==> src/dpss_pkg.sv <==
// Shared types and constants for the packet slot scheduler.
// No dependencies; imported by every module of the block.
`default_nettype none
package dpss_pkg;

    localparam int ADDR_W = 14;
    localparam int TAG_W  = 4;
    localparam int KEY_W  = ADDR_W + TAG_W;

    localparam logic [15:0] AGE_MAX   = 16'hFFFF;
    localparam logic [7:0]  SPACER_LO = 8'h70;
    localparam logic [7:0]  SPACER_HI = 8'h7F;

    typedef enum logic [1:0] {
        CMD_INSERT = 2'd0,
        CMD_REMOVE = 2'd1,
        CMD_CLEAR  = 2'd2,
        CMD_CYCLE  = 2'd3
    } cmd_t;

    typedef enum logic [2:0] {
        SRC_NONE     = 3'd0,
        SRC_IDLE     = 3'd1,
        SRC_SPACER   = 3'd2,
        SRC_ONE_SHOT = 3'd3,
        SRC_REFRESH  = 3'd4
    } source_t;

    typedef enum logic [1:0] {
        CFG_PROMPT_BURST = 2'd0,
        CFG_COLD_DUE     = 2'd1,
        CFG_COLD_OVERDUE = 2'd2
    } cfg_index_t;

    // Tier membership of one slot, as seen during the scan.
    typedef struct packed {
        logic one_shot;
        logic any;
        logic overdue;
        logic burst;
        logic due;
    } tier_flags_t;

    // Which tiers hold a candidate once the scan has finished.
    typedef struct packed {
        logic one_shot;
        logic any;
        logic overdue;
        logic burst;
        logic due;
    } pick_found_t;

endpackage
`default_nettype wire

==> src/dcc_packet_slot_scheduler_top.sv <==
// Packet slot scheduler: slot table in one synchronous memory, scan sequencer, result register.
// Depends on dpss_pkg and dpss_pick.
//
// Usage: commands arrive on the input channel (in_valid/in_stall) and each one
// yields exactly one result on the output channel (out_valid/out_stall).
// Configuration is written through cfg_we/cfg_index/cfg_data while idle.
// The slot fields live in a memory with one read and one write port; slot
// valid flags are flip-flops. Insert, remove and packet cycle walk the memory
// one slot per cycle; a clear or a refused one-shot skips the walk. One command
// is worked on at a time: a new command is taken only once the last result has
// been loaded into the output register.
// At reset the table is empty, cursors are zero and registers take their
// defaults (burst 4, due 16, overdue 64). A result waits in the output
// register while the receiver stalls; the next command may be taken meanwhile
// and is held finished until the output register frees up.
`default_nettype none
module dcc_packet_slot_scheduler_top
    import dpss_pkg::*;
#(
    parameter int SLOTS     = 16,
    parameter int MAX_BYTES = 6
)
(
    input  wire logic        clk,
    input  wire logic        rst_n,
    input  wire logic        in_valid,
    output      logic        in_stall,
    input  wire logic [1:0]  cmd,
    input  wire logic [13:0] loco_address,
    input  wire logic [3:0]  sub_key,
    input  wire logic [2:0]  urgency,
    input  wire logic        keep_refreshing,
    input  wire logic [47:0] packet_bytes,
    input  wire logic [2:0]  packet_length,
    input  wire logic [7:0]  preamble_length,
    input  wire logic [7:0]  repeats,
    output      logic        out_valid,
    input  wire logic        out_stall,
    output      logic        accepted,
    output      logic [2:0]  source,
    output      logic [3:0]  chosen_slot,
    output      logic [47:0] out_bytes,
    output      logic [2:0]  out_length,
    output      logic [7:0]  out_preamble,
    input  wire logic        cfg_we,
    input  wire logic [1:0]  cfg_index,
    input  wire logic [15:0] cfg_data
);

    localparam int IDX_W = $clog2(SLOTS);
    localparam int CNT_W = $clog2(SLOTS + 1);
    localparam int PKT_W = MAX_BYTES * 8;

    typedef struct packed {
        logic [KEY_W-1:0] key;
        logic [2:0]       rank;
        logic             refresh;
        logic [PKT_W-1:0] packet;
        logic [2:0]       length;
        logic [7:0]       preamble;
        logic [7:0]       repeats;
        logic [7:0]       burst;
        logic [15:0]      age;
    } entry_t;

    typedef enum logic [2:0] {
        S_IDLE,
        S_SCAN,
        S_PICK,
        S_COMMIT,
        S_INSERT,
        S_EMIT
    } state_t;

    // Memory and its ports.
    entry_t           mem [SLOTS];
    entry_t           rd_data_reg;
    logic             mem_we;
    logic [IDX_W-1:0] mem_wa;
    entry_t           mem_wd;
    logic [IDX_W-1:0] mem_ra;

    state_t           state_reg;
    logic [SLOTS-1:0] valid_reg;
    logic [IDX_W-1:0] ring_cursor_reg;
    logic [IDX_W-1:0] cold_cursor_reg;
    logic             last_overdue_reg;
    logic [7:0]       last_first_reg;
    logic [7:0]       burst_cfg_reg;
    logic [15:0]      due_cfg_reg;
    logic [15:0]      overdue_cfg_reg;

    logic [CNT_W-1:0] cnt_reg;
    logic             rd_v_reg;
    logic [IDX_W-1:0] rd_idx_reg;

    cmd_t             cmd_reg;
    logic [13:0]      addr_reg;
    logic [3:0]       tag_reg;
    logic [2:0]       rank_reg;
    logic             refresh_reg;
    logic [47:0]      bytes_reg;
    logic [2:0]       length_reg;
    logic [7:0]       preamble_reg;
    logic [7:0]       repeats_reg;

    logic             match_found_reg;
    logic [IDX_W-1:0] match_idx_reg;
    logic [15:0]      match_age_reg;
    logic             match_refresh_reg;
    logic             free_found_reg;
    logic [IDX_W-1:0] free_idx_reg;

    logic             sel_one_shot_reg;
    logic [IDX_W-1:0] sel_idx_reg;

    logic             res_accepted_reg;
    source_t          res_source_reg;
    logic [3:0]       res_slot_reg;
    logic [47:0]      res_bytes_reg;
    logic [2:0]       res_length_reg;
    logic [7:0]       res_preamble_reg;

    logic             out_valid_reg;
    logic             out_accepted_reg;
    source_t          out_source_reg;
    logic [3:0]       out_slot_reg;
    logic [47:0]      out_bytes_reg;
    logic [2:0]       out_length_reg;
    logic [7:0]       out_preamble_reg;

    // Scan datapath.
    logic             proc;
    logic             slot_live;
    logic             slot_rf;
    logic [15:0]      age_next;
    entry_t           e_aged;
    tier_flags_t      flags;
    logic             scan_done;
    logic             in_accept;

    pick_found_t      found;
    logic [IDX_W-1:0] os_idx;
    logic [IDX_W-1:0] any_idx;
    logic [IDX_W-1:0] overdue_idx;
    logic [IDX_W-1:0] burst_idx;
    logic [IDX_W-1:0] due_idx;

    // Selection after the scan.
    logic             pick_valid;
    logic             pick_one_shot;
    logic [IDX_W-1:0] pick_idx;
    logic [IDX_W-1:0] ring_next;
    logic [IDX_W-1:0] cold_next;
    logic             last_overdue_next;

    // Commit and insert.
    entry_t           e_commit;
    logic [7:0]       head_byte;
    logic             spacer;
    entry_t           e_ins;
    logic [PKT_W-1:0] kept_bytes;
    logic [47:0]      emit_bytes;

    function automatic logic [IDX_W-1:0] wrap_next(input logic [IDX_W-1:0] idx);
        logic [IDX_W-1:0] r;
        if (idx == IDX_W'(SLOTS - 1))
        begin
            r = '0;
        end
        else
        begin
            r = idx + 1'b1;
        end
        return r;
    endfunction

    assign in_accept = in_valid && !in_stall;
    assign in_stall  = (state_reg != S_IDLE);

    always_ff @(posedge clk)
    begin
        if (mem_we)
        begin
            mem[mem_wa] <= mem_wd;
        end
        rd_data_reg <= mem[mem_ra];
    end

    assign proc      = (state_reg == S_SCAN) && rd_v_reg;
    assign slot_live = valid_reg[rd_idx_reg];
    assign slot_rf   = slot_live && rd_data_reg.refresh;
    assign scan_done = (state_reg == S_SCAN) && !rd_v_reg && (cnt_reg == CNT_W'(SLOTS));

    always_comb
    begin
        age_next = rd_data_reg.age;
        if (due_cfg_reg != '0 && slot_rf && rd_data_reg.age != AGE_MAX)
        begin
            age_next = rd_data_reg.age + 16'd1;
        end
        e_aged     = rd_data_reg;
        e_aged.age = age_next;
        flags.any      = slot_rf;
        flags.overdue  = slot_rf && (age_next >= overdue_cfg_reg);
        flags.burst    = slot_rf && (rd_data_reg.burst != '0);
        flags.due      = slot_rf && (rd_data_reg.burst == '0) && (age_next >= due_cfg_reg);
        flags.one_shot = slot_live && !rd_data_reg.refresh && (rd_data_reg.repeats != '0);
    end

    dpss_pick #(
        .SLOTS (SLOTS)
    ) u_pick (
        .clk          (clk),
        .rst_n        (rst_n),
        .start        (in_accept),
        .step         (proc && cmd_reg == CMD_CYCLE),
        .step_idx     (rd_idx_reg),
        .flags        (flags),
        .rank         (rd_data_reg.rank),
        .ring_cursor  (ring_cursor_reg),
        .cold_cursor  (cold_cursor_reg),
        .found        (found),
        .one_shot_idx (os_idx),
        .any_idx      (any_idx),
        .overdue_idx  (overdue_idx),
        .burst_idx    (burst_idx),
        .due_idx      (due_idx)
    );

    // One-shot first. Refresh: any if due is 0, else burst after overdue, overdue, burst, due.
    always_comb
    begin
        pick_valid        = 1'b0;
        pick_one_shot     = 1'b0;
        pick_idx          = os_idx;
        ring_next         = ring_cursor_reg;
        cold_next         = cold_cursor_reg;
        last_overdue_next = last_overdue_reg;
        if (found.one_shot)
        begin
            pick_valid    = 1'b1;
            pick_one_shot = 1'b1;
        end
        else if (due_cfg_reg == '0)
        begin
            if (found.any)
            begin
                pick_valid = 1'b1;
                pick_idx   = any_idx;
                ring_next  = wrap_next(any_idx);
            end
        end
        else if (last_overdue_reg && found.burst)
        begin
            pick_valid        = 1'b1;
            pick_idx          = burst_idx;
            ring_next         = wrap_next(burst_idx);
            last_overdue_next = 1'b0;
        end
        else
        begin
            last_overdue_next = found.overdue;
            if (found.overdue)
            begin
                pick_valid = 1'b1;
                pick_idx   = overdue_idx;
                cold_next  = wrap_next(overdue_idx);
            end
            else if (found.burst)
            begin
                pick_valid = 1'b1;
                pick_idx   = burst_idx;
                ring_next  = wrap_next(burst_idx);
            end
            else if (found.due)
            begin
                pick_valid = 1'b1;
                pick_idx   = due_idx;
                cold_next  = wrap_next(due_idx);
            end
        end
    end

    always_comb
    begin
        head_byte  = rd_data_reg.packet[7:0];
        spacer     = (head_byte >= SPACER_LO) && (head_byte <= SPACER_HI)
                     && (head_byte == last_first_reg);
        e_commit   = rd_data_reg;
        if (sel_one_shot_reg)
        begin
            e_commit.repeats = rd_data_reg.repeats - 8'd1;
        end
        else
        begin
            if (rd_data_reg.burst != '0)
            begin
                e_commit.burst = rd_data_reg.burst - 8'd1;
            end
            e_commit.age = '0;
        end
        emit_bytes = 48'(rd_data_reg.packet);
    end

    // Bytes past the given length are stored as zero.
    always_comb
    begin
        kept_bytes = PKT_W'(bytes_reg);
        for (int b = 0; b < MAX_BYTES; b++)
        begin
            if (b >= int'(length_reg))
            begin
                kept_bytes[b*8 +: 8] = 8'h00;
            end
        end
        e_ins.key      = {addr_reg, tag_reg};
        e_ins.rank     = rank_reg;
        e_ins.refresh  = refresh_reg;
        e_ins.packet   = kept_bytes;
        e_ins.length   = length_reg;
        e_ins.preamble = preamble_reg;
        e_ins.repeats  = repeats_reg;
        e_ins.burst    = burst_cfg_reg;
        e_ins.age      = match_found_reg ? match_age_reg : 16'd0;
    end

    always_comb
    begin
        mem_we = 1'b0;
        mem_wa = rd_idx_reg;
        mem_wd = e_aged;
        mem_ra = cnt_reg[IDX_W-1:0];
        case (state_reg)
            S_SCAN:
            begin
                mem_we = proc && (cmd_reg == CMD_CYCLE) && slot_rf;
            end
            S_PICK:
            begin
                mem_ra = pick_idx;
            end
            S_COMMIT:
            begin
                mem_we = !spacer;
                mem_wa = sel_idx_reg;
                mem_wd = e_commit;
            end
            S_INSERT:
            begin
                mem_we = match_found_reg || free_found_reg;
                mem_wa = match_found_reg ? match_idx_reg : free_idx_reg;
                mem_wd = e_ins;
            end
            default:
            begin
                mem_we = 1'b0;
            end
        endcase
    end

    always_ff @(posedge clk or negedge rst_n)
    begin
        if (!rst_n)
        begin
            state_reg         <= S_IDLE;
            valid_reg         <= '0;
            ring_cursor_reg   <= '0;
            cold_cursor_reg   <= '0;
            last_overdue_reg  <= 1'b0;
            last_first_reg    <= '0;
            burst_cfg_reg     <= 8'd4;
            due_cfg_reg       <= 16'd16;
            overdue_cfg_reg   <= 16'd64;
            cnt_reg           <= '0;
            rd_v_reg          <= 1'b0;
            rd_idx_reg        <= '0;
            cmd_reg           <= CMD_INSERT;
            addr_reg          <= '0;
            tag_reg           <= '0;
            rank_reg          <= '0;
            refresh_reg       <= 1'b0;
            bytes_reg         <= '0;
            length_reg        <= '0;
            preamble_reg      <= '0;
            repeats_reg       <= '0;
            match_found_reg   <= 1'b0;
            match_idx_reg     <= '0;
            match_age_reg     <= '0;
            match_refresh_reg <= 1'b0;
            free_found_reg    <= 1'b0;
            free_idx_reg      <= '0;
            sel_one_shot_reg  <= 1'b0;
            sel_idx_reg       <= '0;
            res_accepted_reg  <= 1'b0;
            res_source_reg    <= SRC_NONE;
            res_slot_reg      <= '0;
            res_bytes_reg     <= '0;
            res_length_reg    <= '0;
            res_preamble_reg  <= '0;
            out_valid_reg     <= 1'b0;
            out_accepted_reg  <= 1'b0;
            out_source_reg    <= SRC_NONE;
            out_slot_reg      <= '0;
            out_bytes_reg     <= '0;
            out_length_reg    <= '0;
            out_preamble_reg  <= '0;
        end
        else
        begin
            if (cfg_we)
            begin
                case (cfg_index)
                    CFG_PROMPT_BURST: burst_cfg_reg   <= cfg_data[7:0];
                    CFG_COLD_DUE:     due_cfg_reg     <= cfg_data;
                    CFG_COLD_OVERDUE: overdue_cfg_reg <= cfg_data;
                    default:          burst_cfg_reg   <= burst_cfg_reg;
                endcase
            end

            // In the emit state the output register is reloaded below instead.
            if (out_valid_reg && !out_stall && state_reg != S_EMIT)
            begin
                out_valid_reg <= 1'b0;
            end

            rd_v_reg   <= (state_reg == S_SCAN) && (cnt_reg < CNT_W'(SLOTS));
            rd_idx_reg <= cnt_reg[IDX_W-1:0];

            unique case (state_reg)
                S_IDLE:
                begin
                    if (in_accept)
                    begin
                        cmd_reg         <= cmd_t'(cmd);
                        addr_reg        <= loco_address;
                        tag_reg         <= sub_key;
                        rank_reg        <= urgency;
                        refresh_reg     <= keep_refreshing;
                        bytes_reg       <= packet_bytes;
                        length_reg      <= packet_length;
                        preamble_reg    <= preamble_length;
                        repeats_reg     <= repeats;
                        match_found_reg <= 1'b0;
                        free_found_reg  <= 1'b0;
                        cnt_reg         <= '0;
                        res_accepted_reg <= 1'b1;
                        res_source_reg   <= SRC_NONE;
                        res_slot_reg     <= '0;
                        res_bytes_reg    <= '0;
                        res_length_reg   <= '0;
                        res_preamble_reg <= '0;
                        if (cmd_t'(cmd) == CMD_CLEAR)
                        begin
                            valid_reg        <= '0;
                            ring_cursor_reg  <= '0;
                            cold_cursor_reg  <= '0;
                            last_overdue_reg <= 1'b0;
                            state_reg        <= S_EMIT;
                        end
                        else if (cmd_t'(cmd) == CMD_INSERT && !keep_refreshing
                                 && repeats == '0)
                        begin
                            res_accepted_reg <= 1'b0;
                            state_reg        <= S_EMIT;
                        end
                        else
                        begin
                            state_reg <= S_SCAN;
                        end
                    end
                end
                S_SCAN:
                begin
                    if (cnt_reg < CNT_W'(SLOTS))
                    begin
                        cnt_reg <= cnt_reg + 1'b1;
                    end
                    if (proc)
                    begin
                        if (cmd_reg == CMD_INSERT)
                        begin
                            if (slot_live && rd_data_reg.key == {addr_reg, tag_reg}
                                && !match_found_reg)
                            begin
                                match_found_reg   <= 1'b1;
                                match_idx_reg     <= rd_idx_reg;
                                match_age_reg     <= rd_data_reg.age;
                                match_refresh_reg <= rd_data_reg.refresh;
                            end
                            if (!slot_live && !free_found_reg)
                            begin
                                free_found_reg <= 1'b1;
                                free_idx_reg   <= rd_idx_reg;
                            end
                        end
                        else if (cmd_reg == CMD_REMOVE)
                        begin
                            if (slot_live && rd_data_reg.key[KEY_W-1:TAG_W] == addr_reg)
                            begin
                                valid_reg[rd_idx_reg] <= 1'b0;
                            end
                        end
                    end
                    if (scan_done)
                    begin
                        if (cmd_reg == CMD_INSERT)
                        begin
                            state_reg <= S_INSERT;
                        end
                        else if (cmd_reg == CMD_CYCLE)
                        begin
                            state_reg <= S_PICK;
                        end
                        else
                        begin
                            state_reg <= S_EMIT;
                        end
                    end
                end
                S_PICK:
                begin
                    // Cursors move on the choice even when a spacer replaces the send.
                    ring_cursor_reg  <= ring_next;
                    cold_cursor_reg  <= cold_next;
                    last_overdue_reg <= last_overdue_next;
                    sel_one_shot_reg <= pick_one_shot;
                    sel_idx_reg      <= pick_idx;
                    if (pick_valid)
                    begin
                        state_reg <= S_COMMIT;
                    end
                    else
                    begin
                        last_first_reg <= '0;
                        res_source_reg <= SRC_IDLE;
                        state_reg      <= S_EMIT;
                    end
                end
                S_COMMIT:
                begin
                    if (spacer)
                    begin
                        last_first_reg <= '0;
                        res_source_reg <= SRC_SPACER;
                    end
                    else
                    begin
                        last_first_reg   <= head_byte;
                        res_source_reg   <= sel_one_shot_reg ? SRC_ONE_SHOT : SRC_REFRESH;
                        res_slot_reg     <= 4'(sel_idx_reg);
                        res_bytes_reg    <= emit_bytes;
                        res_length_reg   <= rd_data_reg.length;
                        res_preamble_reg <= rd_data_reg.preamble;
                        if (sel_one_shot_reg && e_commit.repeats == '0)
                        begin
                            valid_reg[sel_idx_reg] <= 1'b0;
                        end
                    end
                    state_reg <= S_EMIT;
                end
                S_INSERT:
                begin
                    if (match_found_reg)
                    begin
                        if (refresh_reg && match_refresh_reg && due_cfg_reg == '0)
                        begin
                            ring_cursor_reg <= match_idx_reg;
                        end
                        valid_reg[match_idx_reg] <= 1'b1;
                    end
                    else if (free_found_reg)
                    begin
                        valid_reg[free_idx_reg] <= 1'b1;
                    end
                    else
                    begin
                        res_accepted_reg <= 1'b0;
                    end
                    state_reg <= S_EMIT;
                end
                S_EMIT:
                begin
                    if (!out_valid_reg || !out_stall)
                    begin
                        out_valid_reg    <= 1'b1;
                        out_accepted_reg <= res_accepted_reg;
                        out_source_reg   <= res_source_reg;
                        out_slot_reg     <= res_slot_reg;
                        out_bytes_reg    <= res_bytes_reg;
                        out_length_reg   <= res_length_reg;
                        out_preamble_reg <= res_preamble_reg;
                        state_reg        <= S_IDLE;
                    end
                end
            endcase
        end
    end

    assign out_valid    = out_valid_reg;
    assign accepted     = out_accepted_reg;
    assign source       = out_source_reg;
    assign chosen_slot  = out_slot_reg;
    assign out_bytes    = out_bytes_reg;
    assign out_length   = out_length_reg;
    assign out_preamble = out_preamble_reg;

endmodule
`default_nettype wire

==> src/dpss_pick.sv <==
// Candidate collector for the slot scan: one slot per cycle, cursor-relative first hits.
// Depends on dpss_pkg.
`default_nettype none
module dpss_pick
    import dpss_pkg::*;
#(
    parameter int SLOTS = 16
)
(
    input  wire logic                       clk,
    input  wire logic                       rst_n,
    input  wire logic                       start,
    input  wire logic                       step,
    input  wire logic [$clog2(SLOTS)-1:0]   step_idx,
    input  wire tier_flags_t                flags,
    input  wire logic [2:0]                 rank,
    input  wire logic [$clog2(SLOTS)-1:0]   ring_cursor,
    input  wire logic [$clog2(SLOTS)-1:0]   cold_cursor,
    output      pick_found_t                found,
    output      logic [$clog2(SLOTS)-1:0]   one_shot_idx,
    output      logic [$clog2(SLOTS)-1:0]   any_idx,
    output      logic [$clog2(SLOTS)-1:0]   overdue_idx,
    output      logic [$clog2(SLOTS)-1:0]   burst_idx,
    output      logic [$clog2(SLOTS)-1:0]   due_idx
);

    localparam int IDX_W = $clog2(SLOTS);
    localparam int TIERS = 4;

    // Tier order: any, overdue, burst, due.
    logic [TIERS-1:0] tier_hit;
    logic [IDX_W-1:0] tier_cursor [TIERS];

    logic [TIERS-1:0] ge_found_reg;
    logic [TIERS-1:0] lo_found_reg;
    logic [IDX_W-1:0] ge_idx_reg [TIERS];
    logic [IDX_W-1:0] lo_idx_reg [TIERS];
    logic             os_found_reg;
    logic [IDX_W-1:0] os_idx_reg;
    logic [2:0]       os_rank_reg;
    logic             os_take;

    assign tier_hit       = {flags.due, flags.burst, flags.overdue, flags.any};
    assign tier_cursor[0] = ring_cursor;
    assign tier_cursor[1] = cold_cursor;
    assign tier_cursor[2] = ring_cursor;
    assign tier_cursor[3] = cold_cursor;
    assign os_take        = flags.one_shot && (!os_found_reg || rank < os_rank_reg);

    always_ff @(posedge clk or negedge rst_n)
    begin
        if (!rst_n)
        begin
            ge_found_reg <= '0;
            lo_found_reg <= '0;
            os_found_reg <= 1'b0;
        end
        else if (start)
        begin
            ge_found_reg <= '0;
            lo_found_reg <= '0;
            os_found_reg <= 1'b0;
        end
        else if (step)
        begin
            for (int t = 0; t < TIERS; t++)
            begin
                if (tier_hit[t] && step_idx >= tier_cursor[t])
                begin
                    ge_found_reg[t] <= 1'b1;
                end
                if (tier_hit[t])
                begin
                    lo_found_reg[t] <= 1'b1;
                end
            end
            if (os_take)
            begin
                os_found_reg <= 1'b1;
            end
        end
    end

    // Ascending slots: each tier keeps its first hit, the one-shot the lowest rank.
    always_ff @(posedge clk)
    begin
        if (step)
        begin
            for (int t = 0; t < TIERS; t++)
            begin
                if (tier_hit[t] && step_idx >= tier_cursor[t] && !ge_found_reg[t])
                begin
                    ge_idx_reg[t] <= step_idx;
                end
                if (tier_hit[t] && !lo_found_reg[t])
                begin
                    lo_idx_reg[t] <= step_idx;
                end
            end
            if (os_take)
            begin
                os_idx_reg  <= step_idx;
                os_rank_reg <= rank;
            end
        end
    end

    assign found.one_shot = os_found_reg;
    assign found.any      = ge_found_reg[0] | lo_found_reg[0];
    assign found.overdue  = ge_found_reg[1] | lo_found_reg[1];
    assign found.burst    = ge_found_reg[2] | lo_found_reg[2];
    assign found.due      = ge_found_reg[3] | lo_found_reg[3];

    assign one_shot_idx = os_idx_reg;
    assign any_idx      = ge_found_reg[0] ? ge_idx_reg[0] : lo_idx_reg[0];
    assign overdue_idx  = ge_found_reg[1] ? ge_idx_reg[1] : lo_idx_reg[1];
    assign burst_idx    = ge_found_reg[2] ? ge_idx_reg[2] : lo_idx_reg[2];
    assign due_idx      = ge_found_reg[3] ? ge_idx_reg[3] : lo_idx_reg[3];

endmodule
`default_nettype wire

==> config.mk <==
export PLATFORM = sky130hd
export DESIGN_NAME = dcc_packet_slot_scheduler_top
export DESIGN_NICKNAME = d
export VERILOG_FILES = /design/src/dpss_pkg.sv /design/src/dcc_packet_slot_scheduler_top.sv /design/src/dpss_pick.sv
export SDC_FILE = /design/constraint.sdc
export NUM_CORES = 2
export LEC_CHECK = 0
export BUFFER_PORTS_ARGS = -buffer_cell sky130_fd_sc_hd__buf_2
export CAP_MARGIN = 30
export CORE_MARGIN = 2
export CORE_UTILIZATION = 67
export DETAILED_ROUTE_END_ITERATION = 8
export PLACE_DENSITY_LB_ADDON = 0.05
export SYNTH_ARGS = -nofsm -noshare
export SYNTH_HDL_FRONTEND = slang
export SYNTH_HIERARCHICAL = 1
export SYNTH_SLANG_ARGS = --single-unit
==> constraint.sdc <==
create_clock -name clk -period 17.7 [get_ports clk]
set_input_delay 2.655 -clock clk [delete_from_list [all_inputs] [get_ports clk]]
set_output_delay 2.655 -clock clk [all_outputs]
set_load 0.05 [all_outputs]
# Yosys cells after proc, flatten, opt, wreduce, memory -nomap -nowiden
# Memories as Yosys holds them, arrays and structs flattened. A register that Yosys moved wholly into a read port is not among the register bits.
# Index checks and enable logic that the tools add are counted.
op_classes:
  addsub: 8
  n_lt_le_gt_ge: 22
  n_eq_ne: 48
  muxes: 180
  bitwise: 10
  n_reduce_logical: 131
ops:
  columns: ["cell", "count"]
  rows:
  - ["one-hot mux 113 bit (2 select lines)", 1]
  - ["2-to-1 mux 16 bit", 12]
  - ["2-to-1 mux 4 bit", 41]
  - ["2-to-1 mux 48 bit", 2]
  - ["2-to-1 mux 8 bit", 12]
  - ["one-hot mux 48 bit (2 select lines)", 1]
  - ["2-to-1 mux 1 bit", 72]
  - ["one-hot mux 16 bit (4 select lines)", 1]
  - ["logical AND 1 bit", 47]
  - ["2-to-1 mux 3 bit", 13]
  - ["bitwise AND 16 bit", 2]
  - ["greater-or-equal comparator 16 bit", 2]
  - ["!= test 2 bit (second input constant)", 16]
  - ["NOT 16 bit", 2]
  - ["bitwise OR 16 bit", 2]
  - ["one-hot mux 8 bit (2 select lines)", 2]
  - ["AND reduction 2 bit", 16]
  - ["nonzero test 2 bit", 15]
  - ["logical NOT 8 bit", 3]
  - ["2-to-1 mux 24 bit", 1]
  - ["one-hot mux 4 bit (2 select lines)", 3]
  - ["less-than comparator 4 x 5 -> 1 bit (second input constant)", 4]
  - ["logical NOT 1 bit", 19]
  - ["equality test 18 bit", 1]
  - ["54 further kinds", 109]
word_totals:
  regBits: 360
  mem_bits_rw: 1840
  elab_cells: 455
  mem_count: 3
memory_table:
  columns: ["name", "depth", "word_bits", "read_ports", "rd_ports_with_merged_regs", "write_ports", "line", "rtl"]
  rows:
  - ["mem", 16, 113, 1, 1, 1, "dcc_packet_slot_scheduler_top.sv:76", "entry_t mem [SLOTS];"]
  - ["u_pick.ge_idx_reg", 4, 4, 4, 0, 3, "dpss_pick.sv:36", "logic [IDX_W-1:0] ge_idx_reg [TIERS];"]
  - ["u_pick.lo_idx_reg", 4, 4, 4, 0, 3, "dpss_pick.sv:37", "logic [IDX_W-1:0] lo_idx_reg [TIERS];"]

# Depth between registers and ports, before layout
logic_depth:
  ltp_word: 15
  depth_mapped: 18
  depth_no_buf: 16

# Hierarchy
# The synthesis kept the hierarchy.
modules_own_cells:
  columns: ["module", "n_inst", "cells_per_inst", "area_per_inst_um2", "seq_area_each_um2"]
  rows:
  - ["dcc_packet_slot_scheduler_top", 1, 6155, 89174.3, 65166.2]
  - ["dpss_pick", 1, 141, 2057.0, 1396.3]

# Worst setup path before layout
# Ideal clock, no wire load.
synth_path:
  path_kind: "register to register"
  startpoint: "reg rd_idx_reg[0]"
  endpoint: "mem mem[4][0] (netlist name) (enable)"
  arrival_ns: 6.542
  required_time_ns: 17.113
  path_slack_ns: 10.571
  path_stages_with_launch: 10
  synth_period_minus_slack_ns: 7.129
  path_cell_list: "dfrtp_1 buf_6 mux4_2 mux4_2 nand2_1 inv_1 and2_1 o21ba_2 nand2_1 nor2_1"
synth_lines:
  columns: ["item", "line", "rtl"]
  rows:
  - ["from (decl)", "dcc_packet_slot_scheduler_top.sv:95", "logic [IDX_W-1:0] rd_idx_reg;"]
  - ["from (signal assigned)", "dcc_packet_slot_scheduler_top.sv:428", "rd_idx_reg <= cnt_reg[IDX_W-1:0];"]
  - ["to (decl)", "dcc_packet_slot_scheduler_top.sv:76", null]

# Final worst setup path
layout_path:
  startpoint: "reg state_reg[0]"
  endpoint: "reg, netlist name e_aged[22]"
layout_between:
  elab_chain_cells: 2
layout_lines:
  columns: ["item", "line", "rtl"]
  rows:
  - ["from (decl)", "dcc_packet_slot_scheduler_top.sv:83", "state_t state_reg;"]
  - ["from (signal assigned)", "dcc_packet_slot_scheduler_top.sv:366", "state_reg <= S_IDLE;"]
  - ["from (signal assigned)", "dcc_packet_slot_scheduler_top.sv:459", "state_reg <= S_EMIT;"]
  - ["from (signal assigned)", "dcc_packet_slot_scheduler_top.sv:465", "state_reg <= S_EMIT;"]
  - ["equality test 3 x 2 -> 1 bit", "dcc_packet_slot_scheduler_top.sv:334", "case (state_reg)"]
  - ["2-to-1 mux 4 bit", "dcc_packet_slot_scheduler_top.sv:334", null]
# Every way passes these cells.
# A chain may end at the register's enable or synchronous reset.

==> flow_summary_export.csv <==
group,metric,value,unit
floorplan,die_w,373,um
synthesis,ys_types,81,
floorplan,die_h,373,um
worst_setup_path,slowest_stage,"buf_4",
clocking,cts_tree,"yes",
worst_setup_path,cpLargestDelayFamily,"simple AND/OR/NAND/NOR gates",
synthesis,ys.flop_type,"edfxtp_1",
floorplan,io_pins,183,
clocking,cts_buffer_depth,3,
synthesis,synth_nets,6466,
placed_design,port_buffers,182,
power,powerDensity,167,mW/mm2
finish,largest_register,"mem",
routing,vias,56200,
synthesis,yosysTopAreaCell,"edfxtp_1",
worst_setup_path,worst-r2r-cell-count,10,
global_routing,grt-ovfl-total,0,
sta,setup_violations,0,
clocking,cts_hold_buf,0,
power,p_leak,37.0,nW
finish,largest_reg_flops,1808,
worst_hold_path,min_from,"emit_bytes[17]",
sta,slew_headroom,0.225,
floorplan,die_area,0.139,mm2
worst_setup_path,critPathLaunch,"state_reg[0]",
finish,fin_cells,8408,
finish,layout-drive-gt1-share,0.131,
worst_setup_path,crit_chain,"nor2_1 -> nand2_1 -> a31oi_1 -> o211ai_2 -> a221oi_2 -> and2_4 -> buf_4 -> buf_4 -> a32oi_1 -> and4_1",
worst_setup_path,worstPathRequired,18.40,ns
job,maxCapViolCount,0,
finish,fin_util,0.752,
worst_setup_path,max_stage_delay,0.91,ns
sta,finClkSkew,0.0464,ns
routing,dr.pass1.iters,6,
worst_setup_path,rr_startpoint,"state_reg[0]",
sta,hold_viol,0,
synthesis,netlist.area_leader.share,0.608,
worst_hold_path,whs_endpoint,"res_bytes_reg[17]",
worst_setup_path,arrival,6.16,ns
routing,drc,0,
worst_setup_path,critPathMaxFanout,52,
worst_setup_path,critPathBufInv,2,
clocking,cts.sinks,2313,
global_routing,grtUsageTotal,0.334,
sta,worst_hold_slack,0.456,ns
placed_design,post-dp-hpwl,114000,um
sta,period_share,0.308,
synthesis,synthCells,6296,
clocking,cts_root_buf,"clkbuf_16",
worst_setup_path,critPathMostFrequentCell,"buf_4",
finish,syn_to_final_growth,11.5,%
global_routing,grt_pass1_vias,54300,
sta,post-route-min-period,5.46,ns
placed_design,place.gp.congestion,0.897,
synthesis,syn_area,0.0912,mm2
clocking,cts.clk_slew.worst_paths,0.06,ns
routing,wl_per_cell,27.7,um
synthesis,synthTopCellsByArea,"edfxtp_1 (61%), dfrtp_1 (9.6%), nand2_1 (6.4%)",
worst_setup_path,critical_path.startpoint_type,"flop",
synthesis,synth_seq_area_share,0.730,
sta,fmax,0.183,GHz
sta,setup_tns,0,ns
global_routing,grt_pass1_wl,346000,um
clocking,numCtsBuffers,219,
floorplan,fp-row-count,135,
routing,via_per_inst,6.69,
power,ir_drop,176,uV
sta,worstMarginPinSlew,1.16,ns
routing,drt_iter0_drc,6734,
synthesis,synth-seq-cells,2313,
clocking,insertion_delay,0.84,ns
sta,slew_viol_final,0,
synthesis,avgSynthCellArea,14.5,um2
synthesis,synth.most_common_cell,"edfxtp_1",
floorplan,initial_core_util,0.674,
worst_hold_path,hold_path_class,"reg -> reg",
worst_setup_path,worstSetupPathType,"reg -> reg",
clocking,htree_levels,4,
finish,nFillCells,8205,
synthesis,synth_edf_count,1847,
routing,routed_wl,233000,um
sta,rsz0062_at_grt,"no",
worst_setup_path,r2r-end,"e_aged[22]",
global_routing,antenna_found_initial,4,
outcome,outcome,"finished clean",
routing,drtAntennaViolNets,0,
worst_setup_path,regToRegSetupSlack,12.24,ns
clocking,post_cts_buffers,0,
synthesis,synthTopCellsByCount,"edfxtp_1 (1847), nand2_1 (1558), mux2i_1 (458), a32oi_1 (453), dfrtp_1 (350)",
clocking,cts_resized,0,
synthesis,yosysWarnings,6,
synthesis,async_flop_share,0.153,
placed_design,dp_cells,7982,
global_routing,grt_max_degree,170,
finish,fin_nets,6597,
worst_setup_path,end_kind,"flop",
floorplan,fp.coreArea,0.135,mm2
worst_hold_path,min_path_cells,2,
## placed cells by master, fill, tap and decap left out, drive strengths merged, types with 11 or more instances in the layout
cell and n:
bufinv 22, o21ai 103, nor4 20, a31oi 15
nand4 14, clkbuf 317, a22o 41, inv 75
nor2 104, dfrtp 350, dfxtp 113, o31ai 17
nand2 1559, nor2b 11, a221o 18, mux2 154
edfxtp 1847, a21o 19, xor2 25, ha 56
nor3 54, and4 116, nand2b 14, o2111ai 11
clkinv 69, nand3 53, o22ai 11, a21oi 58
a32oi 453, buf 291, xnor2 21, mux2i 458
## metrics by stage
| step | setup WS [ns] | cell area [um2] | total power [mW] |
|---|---|---|---|
| floorplan | 10.57 | 91200 | 10.7 |
| detailed placement | 12.22 | 94100 | 12.2 |
| CTS | 12.21 | 102000 | 16.9 |
| global route | 12.13 | 102000 | 17.6 |
| global placement | 12.29 | 93700 | 12.0 |
| finish | 12.24 | 102000 | 17.0 |
## worst register-to-register path, stage by stage (launching register included)
cell and delay, ns:
dfrtp_1 0.59, nor2_1 0.38, nand2_1 0.57, a31oi_1 0.42, o211ai_2 0.23, a221oi_2 0.33
and2_4 0.49, buf_4 0.75, buf_4 0.97, a32oi_1 0.31, and4_1 0.32
## cell type report
| cell class | instances | area [um2] | area share |
|---|---|---|---|
| tap | 1781 | 2230 | 0.0219 |
| inverter | 69 | 262 | 0.00257 |
| sequential | 2313 | 66600 | 0.655 |
| timing repair buffer | 292 | 2230 | 0.0219 |
| antenna | 1 | 2.50 | 0.0000246 |
| multi-input combinational | 3532 | 22900 | 0.225 |
| clock inverter | 104 | 1190 | 0.0117 |
| clock buffer | 316 | 6320 | 0.0622 |
## where the power goes
| part | internal [mW] | total (mW) | switching [mW] |
|---|---|---|---|
| logic | 1.45 | 4.62 | 3.17 |
| clock network | 2.80 | 4.80 | 2.00 |
| registers | 7.13 | 7.57 | 0.439 |
| total | 11.4 | 17.0 | 5.61 |
## cells by family (layout without fill, tap and decap cells)
kind of cell	after synthesis	in the layout	synth area share
flops	2313	2313	0.730
other cells	0	1	0
compound gates	810	810	0.0706
xor+xnor	46	46	0.00442
fa+ha+maj	56	56	0.00768
buf+inv	451	781	0.0219
simple gates	2003	2003	0.0953
mux	617	617	0.0705
## how the worst max path moves through the flow
| stage | to | slack (ns) | depth (start not counted) |
|---|---|---|---|
| 2_1_floorplan | mem[4][0] | 10.57 | 9 |
| 3_3_place_gp | mem[13][64] | 12.29 | 10 |
| 3_5_place_dp | mem[13][71] | 12.22 | 10 |
| 4_1_cts | mem[13][74] | 12.21 | 9 |
| 5_1_grt | mem[13][74] | 12.13 | 10 |
| 6_report | e_aged[22] | 12.24 | 10 |
## layer usage
| metal | wire length, um | GRT usage | part of all wire |
|---|---|---|---|
| met1 | 92500 | 0.492 | 0.40 |
| met2 | 110000 | 0.520 | 0.47 |
| met3 | 25100 | 0.0537 | 0.11 |
| met4 | 6230 | 0.102 | 0.027 |
| met5 | 0 | 0 | 0 |
No activity file was read; power rests on OpenSTA's default activity.
